==> config.mk <==
export PLATFORM = sky130hd
export DESIGN_NAME = backlight_brightness_controller
export DESIGN_NICKNAME = d
export VERILOG_FILES = /design/src/rtl/bbc_pkg.sv /design/src/rtl/bbc_cfg_regs.sv /design/src/rtl/bbc_core.sv /design/src/rtl/backlight_brightness_controller.sv
export SDC_FILE = /design/constraint.sdc
export NUM_CORES = 1
export LEC_CHECK = 0
export BUFFER_PORTS_ARGS = -buffer_cell sky130_fd_sc_hd__buf_2
export CAP_MARGIN = 5
export CELL_PAD_IN_SITES_DETAIL_PLACEMENT = 0
export CELL_PAD_IN_SITES_GLOBAL_PLACEMENT = 1
export CORE_UTILIZATION = 49
export CTS_CLUSTER_DIAMETER = 50
export CTS_CLUSTER_SIZE = 20
export DETAILED_ROUTE_END_ITERATION = 8
export PLACE_DENSITY_LB_ADDON = 0.1
export RECOVER_POWER = 50
export SLEW_MARGIN = 25
export SYNTH_ARGS = -nofsm -noshare
export SYNTH_HDL_FRONTEND = slang
export SYNTH_HIERARCHICAL = 1
export SYNTH_SLANG_ARGS = --single-unit
==> constraint.sdc <==
create_clock -name clk -period 7.7 [get_ports clk]
set_input_delay 0.385 -clock clk [delete_from_list [all_inputs] [get_ports clk]]
set_output_delay 0.385 -clock clk [all_outputs]
set_load 0.01 [all_outputs]
==> src/rtl/bbc_pkg.sv <==
`default_nettype none

package bbc_pkg;

	// Brightness ceiling and the scroll lock bit of the host indicator byte
	localparam logic [6:0] LEVEL_MAX   = 7'd100;
	localparam int         SCROLL_BIT  = 2;

	// Command and event codes
	typedef enum logic [3:0] {
		ACT_ON       = 4'd0,
		ACT_OFF      = 4'd1,
		ACT_TOGGLE   = 4'd2,
		ACT_SET      = 4'd3,
		ACT_UP       = 4'd4,
		ACT_DOWN     = 4'd5,
		ACT_CYCLE    = 4'd6,
		ACT_ACTIVITY = 4'd7,
		ACT_USB      = 4'd8,
		ACT_INDICATE = 4'd9,
		ACT_RESTORE  = 4'd10
	} action_t;

	// Configuration register indexes
	localparam logic [1:0] CFG_STEP_SIZE = 2'd0;
	localparam logic [1:0] CFG_IDLE_EN   = 2'd1;
	localparam logic [1:0] CFG_USB_EN    = 2'd2;
	localparam logic [1:0] CFG_DPMS_EN   = 2'd3;

	typedef struct packed {
		logic [6:0] step_size;
		logic       idle_en;
		logic       usb_en;
		logic       dpms_en;
	} cfg_t;

	typedef struct packed {
		logic [3:0] action;
		logic [7:0] level;
		logic       condition;
		logic [7:0] indicators;
	} item_t;

	typedef struct packed {
		logic [6:0] led_level;
		logic [6:0] reported_level;
		logic       is_on;
		logic       save_request;
		logic       status;
	} result_t;

	typedef struct packed {
		logic [6:0] level;
		logic       on;
		logic       idle_flag;
		logic       usb_flag;
		logic       suppressed;
	} state_t;

	// Saturate an 8-bit value to the brightness ceiling
	function automatic logic [6:0] sat_level(input logic [7:0] v);
		sat_level = (v > {1'b0, LEVEL_MAX}) ? LEVEL_MAX : v[6:0];
	endfunction

endpackage

`default_nettype wire

==> src/rtl/bbc_cfg_regs.sv <==
`default_nettype none

module bbc_cfg_regs
	import bbc_pkg::*;
(
	input  wire logic       clk,
	input  wire logic       arst_n,
	input  wire logic       wr_en,
	input  wire logic [1:0] wr_index,
	input  wire logic [6:0] wr_data,
	output cfg_t            cfg
);

	cfg_t cfg_q;

	// Register file, written one register per configuration write
	always_ff @(posedge clk or negedge arst_n) begin
		if (!arst_n) begin
			cfg_q.step_size <= 7'd20;
			cfg_q.idle_en   <= 1'b0;
			cfg_q.usb_en    <= 1'b0;
			cfg_q.dpms_en   <= 1'b1;
		end else if (wr_en) begin
			unique case (wr_index)
				CFG_STEP_SIZE: cfg_q.step_size <= wr_data;
				CFG_IDLE_EN:   cfg_q.idle_en   <= wr_data[0];
				CFG_USB_EN:    cfg_q.usb_en    <= wr_data[0];
				CFG_DPMS_EN:   cfg_q.dpms_en   <= wr_data[0];
				default: ;
			endcase
		end
	end

	assign cfg = cfg_q;

endmodule

`default_nettype wire

==> src/rtl/bbc_core.sv <==
`default_nettype none

module bbc_core
	import bbc_pkg::*;
#(
	parameter logic [6:0] START_LEVEL = 7'd40,
	parameter logic       START_ON_B  = 1'b1
) (
	input  wire logic clk,
	input  wire logic arst_n,
	input  wire logic step_en,
	input  item_t     item,
	input  cfg_t      cfg,
	output result_t   result
);

	state_t     state_q;
	state_t     nxt;
	logic [6:0] step;
	logic [7:0] sum;
	logic       save;
	logic       status;
	logic [6:0] rep;

	assign step = (cfg.step_size > LEVEL_MAX) ? LEVEL_MAX : cfg.step_size;
	assign sum  = {1'b0, state_q.level} + {1'b0, step};

	// Next state for the item in the input register
	always_comb begin
		nxt    = state_q;
		save   = 1'b0;
		status = 1'b0;
		case (item.action)
			ACT_ON: begin
				if (state_q.level < step) nxt.level = step;
				nxt.on = 1'b1;
				save   = 1'b1;
			end
			ACT_OFF: begin
				nxt.on = 1'b0;
				save   = 1'b1;
			end
			ACT_TOGGLE: begin
				if (state_q.on) begin
					nxt.on = 1'b0;
				end else begin
					if (state_q.level < step) nxt.level = step;
					nxt.on = 1'b1;
				end
				save = 1'b1;
			end
			ACT_SET: begin
				nxt.level = sat_level(item.level);
				nxt.on    = (nxt.level != 7'd0);
				save      = 1'b1;
			end
			ACT_UP: begin
				nxt.level = sat_level(sum);
				nxt.on    = (nxt.level != 7'd0);
				save      = 1'b1;
			end
			ACT_DOWN: begin
				nxt.level = (state_q.level > step) ? (state_q.level - step) : 7'd0;
				nxt.on    = (nxt.level != 7'd0);
				save      = 1'b1;
			end
			ACT_CYCLE: begin
				nxt.level = (state_q.level == LEVEL_MAX) ? 7'd0 : sat_level(sum);
				nxt.on    = (nxt.level != 7'd0);
				save      = 1'b1;
			end
			ACT_ACTIVITY: begin
				// auto-off rule: act only when the light disagrees with the condition
				if (!cfg.idle_en) begin
					status = 1'b1;
				end else if (state_q.on != item.condition) begin
					nxt.on        = item.condition & state_q.idle_flag;
					nxt.idle_flag = !item.condition;
				end
			end
			ACT_USB: begin
				if (!cfg.usb_en) begin
					status = 1'b1;
				end else if (state_q.on != item.condition) begin
					nxt.on       = item.condition & state_q.usb_flag;
					nxt.usb_flag = !item.condition;
				end
			end
			ACT_INDICATE: begin
				if (cfg.dpms_en) nxt.suppressed = item.indicators[SCROLL_BIT];
				else             status = 1'b1;
			end
			ACT_RESTORE: begin
				nxt.level = sat_level(item.level);
				nxt.on    = item.condition;
			end
			default: status = 1'b1;
		endcase
	end

	// Result as seen after the item
	assign rep = nxt.on ? nxt.level : 7'd0;

	always_comb begin
		result.led_level      = (nxt.suppressed && cfg.dpms_en) ? 7'd0 : rep;
		result.reported_level = rep;
		result.is_on          = nxt.on;
		result.save_request   = save;
		result.status         = status;
	end

	// Stored state, updated once per item leaving the input register
	always_ff @(posedge clk or negedge arst_n) begin
		if (!arst_n) begin
			state_q.level      <= START_LEVEL;
			state_q.on         <= START_ON_B;
			state_q.idle_flag  <= 1'b0;
			state_q.usb_flag   <= 1'b0;
			state_q.suppressed <= 1'b0;
		end else if (step_en) begin
			state_q <= nxt;
		end
	end

endmodule

`default_nettype wire

==> src/rtl/backlight_brightness_controller.sv <==
// Path: item in the input register, then its result in the result register;
// a result that is not taken holds back the item behind it.
// Throughput: one item per cycle unless out_ready stalls; one state update per item.
// Reset (arst_n low, asynchronous): pipeline empty, brightness START_BRIGHTNESS,
// on flag START_ON, restore and suppression flags clear, registers at reset values.
// Configuration writes are taken in any cycle.
`default_nettype none

module backlight_brightness_controller
	import bbc_pkg::*;
#(
	parameter int START_BRIGHTNESS = 40,
	parameter int START_ON         = 1
) (
	input  wire logic       clk,
	input  wire logic       arst_n,
	input  wire logic       in_valid,
	output logic            in_ready,
	input  wire logic [3:0] action,
	input  wire logic [7:0] level,
	input  wire logic       condition,
	input  wire logic [7:0] indicators,
	output logic            out_valid,
	input  wire logic       out_ready,
	output logic [6:0]      led_level,
	output logic [6:0]      reported_level,
	output logic            is_on,
	output logic            save_request,
	output logic            status,
	input  wire logic       cfg_valid,
	output logic            cfg_ready,
	input  wire logic [1:0] cfg_index,
	input  wire logic [6:0] cfg_data
);

	cfg_t    cfg;
	item_t   item_s1;
	logic    valid_s1;
	result_t res;
	result_t res_s2;
	logic    valid_s2;
	logic    adv;

	assign cfg_ready = 1'b1;

	bbc_cfg_regs u_cfg (
		.clk      (clk),
		.arst_n   (arst_n),
		.wr_en    (cfg_valid),
		.wr_index (cfg_index),
		.wr_data  (cfg_data),
		.cfg      (cfg)
	);

	// Item moves to the result register when that register is free or drained
	assign adv      = valid_s1 && (!valid_s2 || out_ready);
	assign in_ready = !valid_s1 || adv;

	always_ff @(posedge clk or negedge arst_n) begin
		if (!arst_n) begin
			valid_s1 <= 1'b0;
		end else if (in_ready) begin
			valid_s1 <= in_valid;
		end
	end

	always_ff @(posedge clk) begin
		if (in_valid && in_ready) begin
			item_s1 <= '{action: action, level: level, condition: condition,
				indicators: indicators};
		end
	end

	bbc_core #(
		.START_LEVEL (7'(START_BRIGHTNESS)),
		.START_ON_B  (1'(START_ON))
	) u_core (
		.clk     (clk),
		.arst_n  (arst_n),
		.step_en (adv),
		.item    (item_s1),
		.cfg     (cfg),
		.result  (res)
	);

	// Result register
	always_ff @(posedge clk or negedge arst_n) begin
		if (!arst_n) begin
			valid_s2 <= 1'b0;
		end else if (adv) begin
			valid_s2 <= 1'b1;
		end else if (out_ready) begin
			valid_s2 <= 1'b0;
		end
	end

	always_ff @(posedge clk) begin
		if (adv) res_s2 <= res;
	end

	assign out_valid      = valid_s2;
	assign led_level      = res_s2.led_level;
	assign reported_level = res_s2.reported_level;
	assign is_on          = res_s2.is_on;
	assign save_request   = res_s2.save_request;
	assign status         = res_s2.status;

endmodule

`default_nettype wire
# --- Word-level counts from Yosys, hierarchy flattened ---
# Index checks and enable logic that the tools add are counted.
word_totals:
  regBits: 56
  inputBits: 35
  output_inout_bits: 20
  elab_cells: 92
classes:
  addsub: 2
  n_lt_le_gt_ge: 5
  eq_ne: 15
  muxes: 24
  n_bitwise: 2
  reduce_logical: 24
op_table:
  columns: ["cell", "count"]
  rows:
  - ["$mux W7", 8]
  - ["$pmux W7 S6", 1]
  - ["$reduce_bool A7 Y1", 4]
  - ["$eq A4 B3 Y1 const B", 4]
  - ["$gt A8 B7 Y1 const B", 2]
  - ["$eq A4 B4 Y1 const B", 3]
  - ["$mux W1", 11]
  - ["$pmux W1 S10", 1]
  - ["$add A7 B7 Y8", 1]
  - ["$eq A4 B2 Y1 const B", 2]
  - ["$reduce_and A2 Y1", 4]
  - ["$reduce_and A4 Y1", 2]
  - ["$reduce_or A8 Y1", 1]
  - ["$eq A7 B7 Y1 const B", 1]
  - ["$gt A7 B7 Y1", 1]
  - ["$gt A7 B7 Y1 const B", 1]
  - ["$lt A7 B7 Y1", 1]
  - ["$reduce_or A7 Y1", 1]
  - ["$sub A7 B7 Y7", 1]
  - ["$eq A2 B2 Y1 const B", 2]
  - ["$eq A4 B1 Y1 const B", 1]
  - ["$logic_not A4 Y1", 1]
  - ["$mux W2", 2]
  - ["$pmux W1 S4", 1]
  - ["other kinds (9)", 15]

# --- Depth between registers and ports, before layout ---
logic_depth:
  word_depth: 9
  depth_mapped: 14
  ltp_nobuf: 12

# --- Modules after synthesis ---
# The synthesis kept the hierarchy.
by_module_without_submodules:
  columns: ["module", "n_inst", "cells_each", "area_each_um2", "seq_area_each_um2"]
  rows:
  - ["bbc_core", 1, 307, 2348.5, 279.0]
  - ["backlight_brightness_controller", 1, 48, 1256.2, 1191.1]
  - ["bbc_cfg_regs", 1, 24, 405.4, 254.0]

# --- Worst setup path before layout ---
# OpenSTA, ideal clock, no wires.
synth_timing:
  path_type: "reg-to-reg"
  start: "register u_cfg.cfg_q (netlist bit u_cfg/cfg[6])"
  end: "register res_s2 (netlist bit is_on), data pin"
  setup_time_ps: 251
  arrival_time_ps: 3175
  required_time_ps: 7449
  setup_slack_ps: 4274
  path_stages_with_launch: 15
  path_buffers: 2
  synth_period_minus_slack_ps: 3426
  path_cell_list: "dfrtp_1 -> o311ai_0 -> and2_1 -> ha_1 -> inv_1 -> fa_1 -> nor2b_1 -> o21ai_0 -> a21oi_1 -> a2111oi_0 -> nand4b_1 -> a211oi_2 -> buf_6 -> nor2_1 -> buf_4"
synth_lines:
  columns: ["element", "line", "source"]
  rows:
  - ["start, declared", "bbc_cfg_regs.sv:14", "cfg_t cfg_q;"]
  - ["end signal, assigned", "backlight_brightness_controller.sv:98", "if (adv) res_s2 <= res;"]
  - ["end, declared", "backlight_brightness_controller.sv:40", "result_t res_s2;"]

# --- Worst setup path in the final report ---
layout_timing:
  start: "register u_cfg.cfg_q (netlist bit u_cfg/cfg[6])"
  end: "register res_s2 (netlist bit led_level[4]), data pin"
layout_via:
  elab_chain_len: 9
  elab_cells_between_ends: 18
  cone_classes: "add/sub (2); order compare (4); mux (9); reduce/logical (3)"
layout_rtl:
  columns: ["element", "line", "source"]
  rows:
  - ["$gt A7 B7 Y1", "bbc_core.sv:25", "assign step = (cfg.step_size > LEVEL_MAX) ? LEVEL_MAX : cfg.step_size;"]
  - ["$mux W7 *", "bbc_core.sv:25", null]
  - ["$add A7 B7 Y8", "bbc_core.sv:26", "assign sum = {1'b0, state_q.level} + {1'b0, step};"]
  - ["$gt A8 B7 Y1", "bbc_pkg.sv:62", "sat_level = (v > {1'b0, LEVEL_MAX}) ? LEVEL_MAX : v[6:0];"]
  - ["$mux W7", "bbc_pkg.sv:62", null]
  - ["$mux W7", "bbc_core.sv:68", "nxt.level = (state_q.level == LEVEL_MAX) ? 7'd0 : sat_level(sum);"]
  - ["$reduce_bool A7 Y1", "bbc_core.sv:69", "nxt.on = (nxt.level != 7'd0);"]
  - ["$pmux W1 S10", "bbc_core.sv:33", "case (item.action)"]
  - ["$mux W7 *", "bbc_core.sv:102", "assign rep = nxt.on ? nxt.level : 7'd0;"]
# Mark *: on every way between the ends. The rest lies on a longest branch, timed or not.
# A chain may end at the register's enable or synchronous reset.

==> key figures <==
Run status
  • Status: finished clean

Timing
  • Period utilization: 0.5387
  • Pins over their slew limit: 0
  • Final Skew: 0.007016 ns
  • Hold Violations, Final: 0
  • Crit path time final: 4.148 ns
  • Final setup vio count: 0
  • Worst-margin pin slew: 1.419 ns
  • Rel. slew slack: 0.05384
  • FMAX: 241.1 MHz
  • Fin Hold WS: 0.2497 ns
  • RSZ-0062 raised after global routing: false
  • Setup TNS Final: 0 ns

Worst setup path
  • Crit path buffers/inverters: 0
  • Crit path capture type: register
  • Worst Setup EP: led_level[4]
  • Flop2flop setup slack: 3.55 ns
  • Top delay family on crit path: compound AO/OA/AOI/OAI gates
  • Crit path DAT: 4.18 ns
  • Levels on crit path: 10
  • Crit path cell chain: o311ai_0 -> nand2_1 -> ha_1 -> nor2b_1 -> o311ai_2 -> a2bb2oi_1 -> a21oi_1 -> o221a_2 -> a2111oi_4 -> nor4_1
  • Startpoint type of the worst setup path: register
  • CP peak stage delay: 0.82 ns
  • CP max stage cell: a2bb2oi_1
  • CP max FO: 12
  • Crit Reg-Reg Endpoint: led_level[4]
  • CP startpoint: u_cfg/cfg[6]
  • Launch point of the worst reg-to-reg path: u_cfg/cfg[6]
  • Worst Reg-to-Reg Cells: 10
  • Critical path data required time: 7.73 ns
  • Critical path type: register to register

Die
  • Die Width: 90.06 µm
  • Core ar.: 0.007370 mm²
  • Row count: 31
  • Die Ht: 90.06 µm
  • Num ports: 55
  • Initial core utilization: 0.5156
  • Die footprint: 0.008111 mm²

Clocking
  • Hold_buf cts: 0
  • Clk root buf: clkbuf_8
  • TritonCTS clock tree: done
  • Clock latency on the worst-skew pair: 0.31 ns
  • H-tree depth: 2
  • CTS Buf Count: 5
  • CTS sink count: 54
  • Clock Tree Buf Depth: 2
  • Post-CTS Setup Bufs: 0
  • Clock transition at path regs: 0.10 ns
  • Cts repair resizes: 0

Pwr
  • Power share of the clock group: 0.123
  • Int Pwr: 0.0007069 W
  • Switch share: 0.4406
  • Switch Pwr: 0.0005567 W
  • Gate power share: 0.527
  • Sequential power share: 0.350
  • Worst vdd ir: 0.1285 mV
  • Total power: 0.001264 W
  • Power Dens Cells: 307.6 mW/mm²
  • Pleak: 1.597 nW

Final layout
  • Multi-input gate area: 0.002077 mm²
  • Antenna diodes: 0
  • Final #Nets: 455
  • Layout fillers: 693
  • Layout cells sized above 1: 0.2469
  • Final Cell Area: 0.004108 mm²
  • Post-layout util: 0.5574
  • Area grow syn2layout: 8.100%
  • Commonest non-fill, non-tap cell in the layout: buf_2
  • Most frequent cells in the layout: buf_2, edfxtp_1, nand2_1
  • Reg area: 0.001514 mm²

Global routing
  • First-pass GRT wire length: 15.24 mm
  • Initial antenna violation count: 0
  • Number of global-route vias before repair: 2890
  • GRT Residual Overflow: 0
  • GRT Util Overall: 0.2395
  • Largest net degree at the start of global routing: 31

Synth
  • Synth Net Count: 423
  • Synth warnings: 6
  • Avg Cell Area, Syn: 10.21 µm²
  • Mapped Area: 0.003800 mm²
  • Cells after Synth: 372

Worst hold path
  • Worst hold path class: input pin to register
  • Hold Path Stages: 1

Place
  • Port Buf Inserts: 46
  • Detailed Place HPWL: 7.048 mm
  • Area after DPL: 0.004039 mm²
  • Placer Congestion: 0.9278

Route
  • 1st-iter DRT viols: 223
  • Detailed-route via count: 3051
  • Drt pass-1 iters: 4
  • Via/cell ratio: 6.054
  • Drt wl/cell: 18.16 µm
  • Final ANT Viol Nets: 0
  • DRC viols: 0
  • Total Wirelength: 9.152 mm

Flow run
  • Max_cap viols: 0
[power groups by stage]
stage | registers, W | logic (W) | clock network (W)
after floorplan | 0.000423 | 0.000528 | 0
after global placement | 0.000447 | 0.000647 | 0
after detailed placement | 0.000448 | 0.000654 | 0
after CTS | 0.000442 | 0.000657 | 0.000160
after global routing | 0.000450 | 0.000732 | 0.000172
final | 0.000443 | 0.000666 | 0.000155
[metal layers]
metal / up-vias / wire, µm / global-route usage
met2: 77 / 4422 / 0.3874
met4: 0 / 94 / 0.06048
li1: 1486 / - / -
met1: 1482 / 4168 / 0.3408
met3: 6 / 466 / 0.02961
met5: - / 0 / 0
[how the worst min path moves through the flow]
stage                    from                end  slack, ns
global placement       arst_n       u_cfg/cfg[8]       0.43
CTS                    arst_n  u_core/state_q[8]       0.09
global route         level[1]        item_s1[10]       0.23
floorplan              arst_n          out_valid       0.09
finish              action[2]        item_s1[19]       0.25
detailed placement     arst_n       u_cfg/cfg[8]       0.43
[stage by stage]
stage / std cells / worst slack (ns)
floorplan: 372 / 4.274
global placement: 496 / 3.520
detailed placement: 496 / 3.512
CTS: 504 / 3.506
global route: 504 / 3.103
finish: 504 / 3.552
[cell type report]
type                    instances  share of cell area
multi-input cells             277              0.5056
flip-flops and latches         54              0.3686
repair buffers                 47             0.05726
well taps                      99             0.03016
clock buffers                   6             0.01767
inverters                      19             0.01736
clock inverters                 2            0.003351
[flip-flops by register name, indices dropped and copies added, names as in the netlist]
register / count
out_valid: 1
reported_level: 7
valid_s1: 1
u_core/state_q: 11
led_level: 7
is_on: 1
save_request: 1
u_cfg/cfg: 10
status: 1
item_s1: 14
No activity file was read; power rests on OpenSTA's default activity.
